$ cat src/dss_pkg.sv
package dss_pkg;
    localparam int unsigned CYL_W = 16;
    localparam int unsigned SEEK_W = 22;
    localparam logic [SEEK_W-1:0] SEEK_MAX = '1;

    localparam logic [2:0] POL_FCFS  = 3'd0;
    localparam logic [2:0] POL_SSTF  = 3'd1;
    localparam logic [2:0] POL_SCAN  = 3'd2;
    localparam logic [2:0] POL_CSCAN = 3'd3;
    localparam logic [2:0] POL_LOOK  = 3'd4;
    localparam logic [2:0] POL_CLOOK = 3'd5;

    localparam logic [1:0] REG_POLICY = 2'd0;
    localparam logic [1:0] REG_HEAD   = 2'd1;
    localparam logic [1:0] REG_SIZE   = 2'd2;
    localparam logic [1:0] REG_DOWN   = 2'd3;

    typedef struct packed {
        logic [CYL_W-1:0] cylinder;
        logic             last_request;
    } t_in;

    typedef struct packed {
        logic [CYL_W-1:0]  served_position;
        logic [SEEK_W-1:0] seek_total;
        logic              last_result;
    } t_out;

    typedef enum logic [2:0] {
        ST_LOAD, ST_EDGE, ST_INIT, ST_SCAN, ST_EMIT, ST_WAIT
    } t_state;

    // controller -> datapath
    typedef struct packed {
        logic load;      // store incoming request
        logic start;     // begin batch: clear served flags and seek, set edge stops and head
        logic scan_clr;  // reset search pass
        logic scan_step; // examine one entry
        logic emit;      // commit chosen candidate to output register
    } t_cmd;

    // datapath -> controller
    typedef struct packed {
        logic scan_done; // all entries examined
        logic found;     // a candidate exists
        logic none_left; // nothing remains after this emit
    } t_sts;
endpackage

$ cat src/dss_ctrl.sv
module dss_ctrl (
    input  logic          i_clk,
    input  logic          i_rst_n,
    input  logic          i_in_valid,
    input  logic          i_in_last,
    input  logic          i_out_stall,
    input  dss_pkg::t_sts i_sts,
    output logic          o_in_stall,
    output logic          o_out_valid,
    output dss_pkg::t_cmd o_cmd
);
    import dss_pkg::*;

    t_state r_state, n_state;

    always_ff @(posedge i_clk) begin
        if (!i_rst_n) begin
            r_state <= ST_LOAD;
        end else begin
            r_state <= n_state;
        end
    end

    always_comb begin
        n_state = r_state;
        case (r_state)
            ST_LOAD: if (i_in_valid && i_in_last) n_state = ST_EDGE;
            ST_EDGE: n_state = ST_INIT;
            ST_INIT: n_state = ST_SCAN;
            ST_SCAN: if (i_sts.scan_done) n_state = i_sts.found ? ST_EMIT : ST_LOAD;
            ST_EMIT: n_state = ST_WAIT;
            ST_WAIT: begin
                if (!i_out_stall) begin
                    n_state = i_sts.none_left ? ST_LOAD : ST_SCAN;
                end
            end
            default: n_state = ST_LOAD;
        endcase
    end

    always_comb begin
        o_cmd = '0;
        o_in_stall = 1'b1;
        o_out_valid = 1'b0;
        case (r_state)
            ST_LOAD: begin
                o_in_stall = 1'b0;
                o_cmd.load = i_in_valid;
            end
            ST_EDGE: o_cmd.start = 1'b1;
            ST_INIT: o_cmd.scan_clr = 1'b1;
            ST_SCAN: o_cmd.scan_step = 1'b1;
            ST_EMIT: o_cmd.emit = 1'b1;
            ST_WAIT: begin
                o_out_valid = 1'b1;
                o_cmd.scan_clr = !i_out_stall;
            end
            default: o_in_stall = 1'b1;
        endcase
    end
endmodule

$ cat src/dss_datapath.sv
module dss_datapath #(
    parameter int MAX_REQUESTS = 32
) (
    input  logic          i_clk,
    input  logic          i_rst_n,
    input  dss_pkg::t_in  i_in,
    input  logic [2:0]    i_policy,
    input  logic [15:0]   i_start_head,
    input  logic [16:0]   i_disk_size,
    input  logic          i_moving_down,
    input  dss_pkg::t_cmd i_cmd,
    output dss_pkg::t_sts o_sts,
    output dss_pkg::t_out o_out
);
    import dss_pkg::*;

    localparam int IW = (MAX_REQUESTS > 1) ? $clog2(MAX_REQUESTS) : 1;
    localparam int CW = $clog2(MAX_REQUESTS + 1);
    localparam int SW = $clog2(MAX_REQUESTS + 3);

    logic [CYL_W-1:0] r_store [MAX_REQUESTS];
    logic [MAX_REQUESTS-1:0] r_served;
    logic [CW-1:0] r_count;
    logic [CYL_W-1:0] r_head;
    logic [SEEK_W-1:0] r_seek;
    logic r_edge_lo, r_edge_hi;   // pending edge stops
    logic [SW-1:0] r_left;
    logic [CW-1:0] r_idx;
    logic r_phase2;               // second group of sweep
    logic r_found;
    logic [CYL_W-1:0] r_best;
    logic [CYL_W:0] r_bkey;
    logic [IW-1:0] r_bidx;
    logic r_bedge;                // best is an edge stop
    logic r_bedge_lo;
    logic [CYL_W-1:0] r_rd;
    logic r_rd_v;
    logic [IW-1:0] r_rd_idx;
    t_out r_out;

    logic [CYL_W-1:0] start_h, top;
    logic [16:0] size_c;
    logic is_sweep, circ, down, edge_hi_en, edge_lo_en;
    logic [CYL_W-1:0] hop;
    logic [SEEK_W:0] sum;

    assign start_h = i_start_head;
    assign size_c = (i_disk_size == 17'd0) ? 17'd1 :
                    (i_disk_size > 17'h10000) ? 17'h10000 : i_disk_size;
    assign top = CYL_W'(size_c - 17'd1);
    assign is_sweep = (i_policy >= POL_SCAN) && (i_policy <= POL_CLOOK);
    assign circ = (i_policy == POL_CSCAN) || (i_policy == POL_CLOOK);
    assign down = i_moving_down;
    assign edge_hi_en = (i_policy == POL_CSCAN) || ((i_policy == POL_SCAN) && !down);
    assign edge_lo_en = (i_policy == POL_CSCAN) || ((i_policy == POL_SCAN) && down);

    // group: 1 = low (<= start head), scanning direction per group
    // top edge stop always belongs to the high group
    function automatic logic [CYL_W:0] sweep_key(input logic [CYL_W-1:0] v,
                                                 input logic ph2, input logic dn,
                                                 input logic cc,
                                                 input logic [CYL_W-1:0] h,
                                                 input logic pin_hi);
        logic lo, want_lo, asc;
        lo = (v <= h) && !pin_hi;
        want_lo = dn ^ ph2;
        asc = want_lo ? (dn ? 1'b0 : cc) : (dn ? !cc : 1'b1);
        if (lo != want_lo) sweep_key = '1;
        else sweep_key = {1'b0, asc ? v : ~v};
    endfunction

    logic [CYL_W:0] key;
    logic cand_ok;
    always_comb begin
        key = '1;
        if (i_policy == POL_SSTF) key = {1'b0, (r_rd > r_head) ? r_rd - r_head : r_head - r_rd};
        else if (is_sweep) key = sweep_key(r_rd, r_phase2, down, circ, start_h, 1'b0);
        else key = {1'b0, CYL_W'(r_rd_idx)};
        cand_ok = r_rd_v && !r_served[r_rd_idx] && (key != '1);
    end

    logic group_retry;
    assign group_retry = !r_found && !cand_ok && !r_phase2 && is_sweep && r_left != '0;

    logic [CYL_W:0] ekey_hi, ekey_lo, ekey_hi2, ekey_lo2;
    assign ekey_hi = sweep_key(top, r_phase2, down, circ, start_h, 1'b1);
    assign ekey_lo = sweep_key('0, r_phase2, down, circ, start_h, 1'b0);
    assign ekey_hi2 = sweep_key(top, 1'b1, down, circ, start_h, 1'b1);
    assign ekey_lo2 = sweep_key('0, 1'b1, down, circ, start_h, 1'b0);

    assign hop = (r_best > r_head) ? r_best - r_head : r_head - r_best;
    assign sum = {1'b0, r_seek} + (SEEK_W+1)'(hop);

    always_ff @(posedge i_clk) begin
        if (i_cmd.load && (r_count < CW'(MAX_REQUESTS))) begin
            r_store[r_count[IW-1:0]] <= i_in.cylinder;
        end
        r_rd <= r_store[r_idx[IW-1:0]];
        r_rd_idx <= r_idx[IW-1:0];
    end

    always_ff @(posedge i_clk) begin
        if (!i_rst_n) begin
            r_count <= '0;
            r_served <= '0;
            r_head <= '0;
            r_seek <= '0;
            r_edge_lo <= 1'b0;
            r_edge_hi <= 1'b0;
            r_left <= '0;
            r_idx <= '0;
            r_phase2 <= 1'b0;
            r_found <= 1'b0;
            r_rd_v <= 1'b0;
        end else begin
            if (i_cmd.load && (r_count < CW'(MAX_REQUESTS))) r_count <= r_count + 1'b1;
            if (i_cmd.start) begin
                r_served <= '0;
                r_head <= start_h;
                r_seek <= '0;
                r_phase2 <= 1'b0;
                r_edge_hi <= is_sweep && edge_hi_en;
                r_edge_lo <= is_sweep && edge_lo_en;
                r_left <= SW'(r_count) + SW'(is_sweep && edge_hi_en)
                          + SW'(is_sweep && edge_lo_en);
            end
            if (i_cmd.scan_clr) begin
                r_idx <= '0;
                r_found <= 1'b0;
                r_rd_v <= 1'b0;
                r_bkey <= '1;
                r_bedge <= 1'b0;
                if (r_edge_hi && ekey_hi != '1) begin
                    r_found <= 1'b1; r_bkey <= ekey_hi; r_best <= top;
                    r_bedge <= 1'b1; r_bedge_lo <= 1'b0;
                end else if (r_edge_lo && ekey_lo != '1) begin
                    r_found <= 1'b1; r_bkey <= ekey_lo; r_best <= '0;
                    r_bedge <= 1'b1; r_bedge_lo <= 1'b1;
                end
                // hi edge key ties with hi request only at top: edge sorts first, fine
            end
            if (i_cmd.scan_step) begin
                if (r_idx < r_count) r_idx <= r_idx + 1'b1;
                r_rd_v <= (r_idx < r_count);
                if (cand_ok && (!r_found || key < r_bkey)) begin
                    r_found <= 1'b1; r_bkey <= key; r_best <= r_rd;
                    r_bidx <= r_rd_idx; r_bedge <= 1'b0;
                end
                // nothing in this group: move to second group and rescan
                if ((r_idx >= r_count) && group_retry) begin
                    r_phase2 <= 1'b1;
                    r_idx <= '0;
                    r_rd_v <= 1'b0;
                    r_bedge <= 1'b0;
                    if (r_edge_hi && ekey_hi2 != '1) begin
                        r_found <= 1'b1; r_bkey <= ekey_hi2; r_best <= top;
                        r_bedge <= 1'b1; r_bedge_lo <= 1'b0;
                    end else if (r_edge_lo && ekey_lo2 != '1) begin
                        r_found <= 1'b1; r_bkey <= ekey_lo2; r_best <= '0;
                        r_bedge <= 1'b1; r_bedge_lo <= 1'b1;
                    end
                end
            end
            if (i_cmd.emit) begin
                if (r_bedge) begin
                    if (r_bedge_lo) r_edge_lo <= 1'b0;
                    else r_edge_hi <= 1'b0;
                end else begin
                    r_served[r_bidx] <= 1'b1;
                end
                r_head <= r_best;
                r_seek <= sum[SEEK_W] ? SEEK_MAX : sum[SEEK_W-1:0];
                r_left <= r_left - 1'b1;
                if (r_left == SW'(1)) r_count <= '0;
            end
        end
    end

    always_ff @(posedge i_clk) begin
        if (i_cmd.emit) begin
            r_out.served_position <= r_best;
            r_out.seek_total <= sum[SEEK_W] ? SEEK_MAX : sum[SEEK_W-1:0];
            r_out.last_result <= (r_left == SW'(1));
        end
    end

    assign o_sts.scan_done = (r_idx >= r_count) && !group_retry;
    assign o_sts.found = r_found || cand_ok;
    assign o_sts.none_left = (r_left == '0);
    assign o_out = r_out;
endmodule

$ cat src/disk_seek_scheduler.sv
// Requests load one per cycle; input stalls while a batch is scheduled.
// With N stored requests, each result is found by a scan of the store through a
// registered read, then emitted and transferred; a sweep rescans once when it
// moves to its second group. Up to N+2 results a batch.
// Synchronous active-low reset: store empty, registers 0, 0, 65536, 0.
module disk_seek_scheduler #(
    parameter int MAX_REQUESTS = 32
) (
    input  logic          i_clk,
    input  logic          i_rst_n,
    input  logic          i_in_valid,
    output logic          o_in_stall,
    input  dss_pkg::t_in  i_in,
    output logic          o_out_valid,
    input  logic          i_out_stall,
    output dss_pkg::t_out o_out,
    input  logic          psel,
    input  logic          penable,
    input  logic          pwrite,
    input  logic [3:0]    paddr,
    input  logic [31:0]   pwdata,
    output logic [31:0]   prdata,
    output logic          pready
);
    import dss_pkg::*;

    logic [2:0] r_policy;
    logic [15:0] r_start;
    logic [16:0] r_size;
    logic r_down;
    t_cmd cmd;
    t_sts sts;

    assign pready = 1'b1;

    always_ff @(posedge i_clk) begin
        if (!i_rst_n) begin
            r_policy <= '0;
            r_start <= '0;
            r_size <= 17'h10000;
            r_down <= 1'b0;
        end else if (psel && penable && pwrite && paddr[1:0] == 2'd0) begin
            case (paddr[3:2])
                REG_POLICY: r_policy <= pwdata[2:0];
                REG_HEAD:   r_start <= pwdata[15:0];
                REG_SIZE:   r_size <= pwdata[16:0];
                REG_DOWN:   r_down <= pwdata[0];
                default:    r_down <= r_down;
            endcase
        end
    end

    always_comb begin
        case (paddr[3:2])
            REG_POLICY: prdata = {29'd0, r_policy};
            REG_HEAD:   prdata = {16'd0, r_start};
            REG_SIZE:   prdata = {15'd0, r_size};
            REG_DOWN:   prdata = {31'd0, r_down};
            default:    prdata = '0;
        endcase
    end

    dss_ctrl u_ctrl (
        .i_clk(i_clk), .i_rst_n(i_rst_n), .i_in_valid(i_in_valid),
        .i_in_last(i_in.last_request), .i_out_stall(i_out_stall), .i_sts(sts),
        .o_in_stall(o_in_stall), .o_out_valid(o_out_valid), .o_cmd(cmd)
    );

    dss_datapath #(.MAX_REQUESTS(MAX_REQUESTS)) u_dp (
        .i_clk(i_clk), .i_rst_n(i_rst_n), .i_in(i_in), .i_policy(r_policy),
        .i_start_head(r_start), .i_disk_size(r_size), .i_moving_down(r_down),
        .i_cmd(cmd), .o_sts(sts), .o_out(o_out)
    );
endmodule

$ cat config.mk
export PLATFORM = sky130hd
export DESIGN_NAME = disk_seek_scheduler
export DESIGN_NICKNAME = d
export VERILOG_FILES = /design/src/dss_pkg.sv /design/src/dss_ctrl.sv /design/src/dss_datapath.sv /design/src/disk_seek_scheduler.sv
export SDC_FILE = /design/constraint.sdc
export NUM_CORES = 1
export LEC_CHECK = 0
export BUFFER_PORTS_ARGS = -buffer_cell sky130_fd_sc_hd__buf_2
export CORE_MARGIN = 2
export CORE_UTILIZATION = 55
export CTS_CLUSTER_SIZE = 40
export DETAILED_ROUTE_END_ITERATION = 6
export GPL_TIMING_DRIVEN = 1
export MAX_ROUTING_LAYER = met4
export PLACE_DENSITY = 0.86
export SLEW_MARGIN = 15
export SYNTH_ARGS = -nofsm -noshare
export SYNTH_HDL_FRONTEND = slang
export SYNTH_SLANG_ARGS = --single-unit
$ cat constraint.sdc
create_clock -name i_clk -period 5 [get_ports i_clk]
set_input_delay 0.5 -clock i_clk [delete_from_list [all_inputs] [get_ports i_clk]]
set_output_delay 0.5 -clock i_clk [all_outputs]
set_load 0.005 [all_outputs]
======== Yosys cells after proc, flatten, opt, wreduce, memory -nomap -nowiden ========
Memory sizes are Yosys's and may differ from the RTL's. A register that Yosys moved wholly into a read port is not among the register bits.
Cells that the tools add are included.
word-level totals
  register bits ........................... 217
  RAM bits ................................ 512
  input bits .............................. 60
  output and inout bits ................... 74
  memories ................................ 1
memory list
  name          words  bits a word  rd ports  clocked after memory_dff  write ports  line                text
  u_dp.r_store  32     16           1         1                         1            dss_datapath.sv:21  logic [CYL_W-1:0] r_store [MAX_REQUESTS];
cells by class
  add/sub/neg operators ................... 11
  order comparisons ....................... 14
  equality and inequality tests ........... 24
  mux-type cells .......................... 109
  bitwise gates (word level) .............. 5
  reduce and logical (&&, ||, !) cells .... 51
operators by type and width
  cell                                                    count
  2-to-1 mux 16 bit                                       19
  2-to-1 mux 17 bit                                       15
  2-to-1 mux 32 bit                                       4
  case mux 32 bit (4 select lines)                        1
  != test 17 bit (second input constant)                  5
  2-to-1 mux 22 bit                                       3
  subtractor 16 bit                                       4
  2-to-1 mux 6 bit                                        9
  2-to-1 mux 1 bit                                        49
  greater-than comparator 16 bit                          2
  NOT 16 bit                                              2
  OR 32 bit                                               1
  logical AND 1 bit                                       24
  adder 22 x 16 -> 23 bit                                 1
  case mux 3 bit (6 select lines)                         1
  greater-than comparator 17 bit (second input constant)  1
  logical NOT 17 bit                                      1
  less-than comparator 17 bit                             1
  <= comparator 1 x 16 -> 1 bit (first input constant)    1
  <= comparator 16 bit                                    1
  subtractor 16 x 1 -> 16 bit (second input constant)     1
  adder 6 x 1 -> 6 bit                                    2
  adder 6 x 1 -> 6 bit (second input constant)            2
  equality test 3 x 2 -> 1 bit (second input constant)    4
  other kinds (32)                                        60

======== Depth between registers and ports, before layout ========
  depth after elaboration ................. 20
  depth in mapped cells ................... 24
  mapped depth without buffers ............ 21

======== Hierarchy ========
Synthesis repeated with hierarchy kept, for this count alone.
second synthesis, totals
  cell total of the unflattened synthesis .. 2,647
  area, all modules ....................... 35,760.5 sq um
by module, submodules not included
  module               times used  cells an instance  area an instance (sq um)  sequential area each (sq um)
  dss_datapath         1           2,427              33,718.6                  20,029.2
  disk_seek_scheduler  1           189                1,789.2                   740.7
  dss_ctrl             1           31                 252.7                     60.1

======== Worst setup path after synthesis ========
Ideal clock, no wire load.
  kind .................................... register to register
  from .................................... register u_dp.r_best[0]
  to ...................................... register u_dp.r_out (netlist bit u_dp.o_out[18]) (data pin)
  setup time .............................. 0.260 ns
  arrival ................................. 5.168 ns
  setup slack ............................. -0.428 ns
  stages on the path, launching flop included .. 23
  cell sequence ........................... edfxtp_1 -> inv_1 -> ha_1 -> inv_1 -> fa_1 -> a21o_1 -> a21o_1 -> a21o_1 -> a2111o_1 -> a21oi_1 -> nor2_1 -> mux2_2 -> fa_1 -> a21o_1 -> a21oi_1 -> o21ai_0 -> a41oi_1 -> o211a_1 -> or3_1 -> clkbuf_1 -> buf_2 -> nand2_1 -> mux2_2
between the ends
  word-level cells in the longest chain between the ends .. 4
  elaborated cells between the ends (all ways) .. 6
ends and longest elaborated chain
  what                                                                 line                 text
  from (decl)                                                          dss_datapath.sv:31   logic [CYL_W-1:0] r_best;
  from (signal assigned)                                               dss_datapath.sv:134  r_found <= 1'b1; r_bkey <= ekey_hi; r_best <= top;
  from (signal assigned)                                               dss_datapath.sv:137  r_found <= 1'b1; r_bkey <= ekey_lo; r_best <= '0;
  from (signal assigned)                                               dss_datapath.sv:146  r_found <= 1'b1; r_bkey <= key; r_best <= r_rd;
  subtractor 16 bit or greater-than comparator 16 bit (tied branches)  dss_datapath.sv:91   assign hop = (r_best > r_head) ? r_best - r_head : r_head - r_best;
  2-to-1 mux 16 bit *                                                  dss_datapath.sv:91
  adder 22 x 16 -> 23 bit *                                            dss_datapath.sv:92   assign sum = {1'b0, r_seek} + (SEEK_W+1)'(hop);
  2-to-1 mux 22 bit *                                                  -
  to (decl)                                                            dss_datapath.sv:39   t_out r_out;
Mark *: on every way between the ends. The rest lies on a longest branch, timed or not.
A chain may end at the register's enable or synchronous reset.

======== Worst setup path after layout ========
  from .................................... register u_dp.r_best[0]
  to ...................................... register u_dp.r_out (netlist bit u_dp.o_out[19]) (data pin)
The elaborated chain is that of the path after synthesis.

==> impl_metrics.tcl <==
set metrics [dict create \
    rsz0062_at_grt "yes" \
    fillers 4363 \
    drtAntennaViolNets 0 \
    viasPerCell 6.732 \
    power_leakage_uw 0.01551 \
    timing.final.ws_setup_ps -184.2 \
    busiest_layer "met2" \
    cp.arrival_ps 5570 \
    min_period_over_period 1.037 \
    violations "DRC, setup timing" \
    hold_path.class "in -> reg" \
    place_ws_ps -353.6 \
    max_freq_mhz 192.9 \
    drt-wirelength-per-cell_um 30.15 \
    grt_pass1_wl_um 175000 \
    clock_skew_ps 36.57 \
    syn_to_final_growth_pct 19.35 \
    period_minus_slack_ps 5184 \
    drc 2 \
    die_w_um 260.1 \
    cts_tree "built" \
    critPathKind "reg -> reg" \
    r2r-end "u_dp.o_out[19]" \
    port_buffers 102 \
    ys_ff_latch 745 \
    min_path_cells 3 \
    cts_made_buffers 77 \
    grt_usage 0.3665 \
    hold_end "r_size[16]" \
    drtPass1Iterations 7 \
    grt_pass1_vias 26495 \
    synth_seq_area_share 0.5775 \
    path_clk_slew_ps 60 \
    die-area_um2 67640 \
    status "finished with violations" \
    insertion_delay_ps 650 \
    place.gp.congestion 0.9914 \
    peakVddDrop_v 0.0003356 \
    setup_viol 33 \
    whs_ps 84.41 \
    ys_top_cells_by_area "edfxtp_1 (49%), mux4_2 (10%), dfxtp_1 (8.5%)" \
    coreArea_um2 64700 \
    clockBufferDepth 3 \
    ys_warn_count 0 \
    critPathLaunchType "register" \
    crit_fanout 4 \
    required_ps 5390 \
    antenna_found_initial 6 \
    worst_slew_pin_slew_ps 1219 \
    synth_cell_types 91 \
    use_met1 0.4257 \
    rows 93 \
    htree_num_levels 3 \
    use_met3 0.06287 \
    synth_top_cell_by_area "edfxtp_1" \
    dp_hpwl_um 77250 \
    synth.avg_cell_area_um2 13.24 \
    clockRootBuffer "clkbuf_16" \
    synth_area_um2 36070 \
    hold_violations 0 \
    r2r-start "u_dp.r_best[0]" \
    utilization 0.6654 \
    die_h_um 260.1 \
    reg2reg_slack_ps -180 \
    gr-total-overflow 0 \
    final-instance-count-excl-fill 4023 \
    async_reset_ff_frac 0 \
    hold_start "pwdata[16]" \
    drt-initial-drc-count 3710 \
    reg2regPathDepth 24 \
    critPathCaptureType "register" \
    synth_top_area_frac 0.4921 \
    drive_gt1_frac 0.2877 \
    grt_max_degree 89 \
    power_density_nw_per_um2 329.5 \
    synth_edf_count 591 \
    synth_ff_type "edfxtp_1" \
    cap_viol_max_count 0 \
    placed_cells 3846 \
    drv_slew 0 \
    nets 3298 \
    use_met2 0.6000 \
    total_power_uw 14180 \
    vias 27081 \
    holdBufCountCts 0 \
    slew_headroom 0.1854 \
    synthCells 2724 \
    ios 134 \
    clock-sinks 745 \
    routed_wl_um 121300 \
    start_util 0.5575 \
]
## kinds of logic after synthesis
kind of cell	Yosys count	synth area share
flops	745	0.5775
other cells	2	0.0002082
compound gates	607	0.1136
buf+inv	303	0.03514
xor+xnor	92	0.02234
fa+ha+maj	133	0.04739
simple gates	617	0.08093
mux	225	0.1229
## cell usage after synthesis (18+ instances only)
cell,instances
dfxtp_1,154
nor4_1,18
a21o_1,43
nand3_1,45
xor2_1,29
edfxtp_1,591
a211oi_1,26
nand2_1,205
buf_4,19
a22oi_1,63
ha_1,127
mux2_2,23
nor2_1,178
a21oi_1,157
nor3_1,38
nand4_1,20
xnor2_1,63
clkbuf_1,118
mux4_2,165
buf_1,18
nor2b_1,20
o21ai_0,109
a22o_1,29
mux2i_1,31
inv_1,125
## cell type report
type                            count  area (um^2)  area share
Tap cell                          855         1070     0.02485
Antenna cell                        5        12.51   0.0002907
Multi-Input combinational cell   1690        14740      0.3424
Inverter                          129        484.2     0.01125
Clock buffer                      100         2076     0.04822
Clock inverter                     37        441.7     0.01026
Timing Repair Buffer              462         3369     0.07828
Sequential cell                   745        20850      0.4845
## power breakdown
group / internal [uW] / switching, uW / leakage (uW)
clock: 3240 / 2590 / 0.00121
combinational: 622 / 903 / 0.00770
sequential: 6770 / 61.5 / 0.00660
total: 10600 / 3560 / 0.0155
## flip-flops by register name, indices dropped and copies added (netlist names), 3 cells and up
register	cells
r_policy	3
u_dp.r_bkey	17
r_size	17
u_dp.r_store	512
u_dp.r_rd	16
r_start	16
u_dp.r_count	6
u_dp.r_best	16
u_dp.r_served	32
u_dp.o_out	39
u_dp.r_rd_idx	5
u_dp.r_head	16
u_ctrl.r_state	3
u_dp.r_left	6
u_dp.r_idx	6
u_dp.r_bidx	5
u_dp.r_seek	22
## metal layers
| metal | vias up | part of all wire |
|---|---|---|
| li1 | 11209 | - |
| met1 | 13276 | 0.34 |
| met2 | 2074 | 0.49 |
| met3 | 522 | 0.094 |
| met4 | 0 | 0.075 |
| met5 | - | 0 |
## how the worst max path moves through the flow
stage / from / endpoint / depth (start not counted)
floorplan: u_dp.r_best[0] / u_dp.o_out[18] / 22
finish: u_dp.r_best[0] / u_dp.o_out[19] / 24
detailed placement: u_dp.r_rd[0] / u_dp.r_bkey[10] / 23
global placement: u_dp.r_rd[0] / u_dp.r_bkey[10] / 23
CTS: u_dp.r_rd[0] / u_dp.r_bkey[10] / 24
global route: u_dp.r_best[0] / u_dp.o_out[19] / 24
## critical path, stage by stage, from the launching register on
cell      delay (ps)
edfxtp_1         400
inv_1             80
ha_2             180
inv_2             40
fa_2             330
a21o_1           180
a21o_1           190
a21o_1           220
a2111o_1         460
a21o_4           260
buf_4            140
nand3_1          100
and2_4           180
xor2_4           260
ha_4             190
o21a_1           180
o21ai_2           90
buf_4            140
nand2_4           60
a41oi_4          130
o211a_1          290
buf_6            150
or2_4            260
nor2_4            80
mux2_4           300
## layout by cell type, fill, tap and decap left out, types with 29 or more instances in the layout
| cell type | n |
|---|---|
| mux4_2 | 165 |
| buf_4 | 339 |
| buf_2 | 102 |
| nor3_1 | 32 |
| a22oi_1 | 61 |
| nand3_1 | 44 |
| nor2_1 | 169 |
| xnor2_1 | 59 |
| clkbuf_16 | 80 |
| a22o_1 | 29 |
| a21oi_1 | 146 |
| ha_1 | 110 |
| dfxtp_1 | 139 |
| inv_1 | 120 |
| a21o_1 | 42 |
| edfxtp_1 | 591 |
| nand2_1 | 202 |
| mux2i_1 | 31 |
| o21ai_0 | 86 |
## repair_timing
action | CTS | global route
pin swaps | 24 | 55
gates resized for setup | 49 | 137
buffers inserted | 10 | 24
cloned | 1 | 2
endpoints found under the setup margin | 83 | 84
## stage by stage
stage	setup TNS [ps]	instance area, um^2
CTS	-17.88	42270
floorplan	-58.36	36140
finish	-1805	43050
global route	-9157	43050
detailed placement	-16030	39450
global placement	-12500	39450
Power figures use the tool's default switching activity.
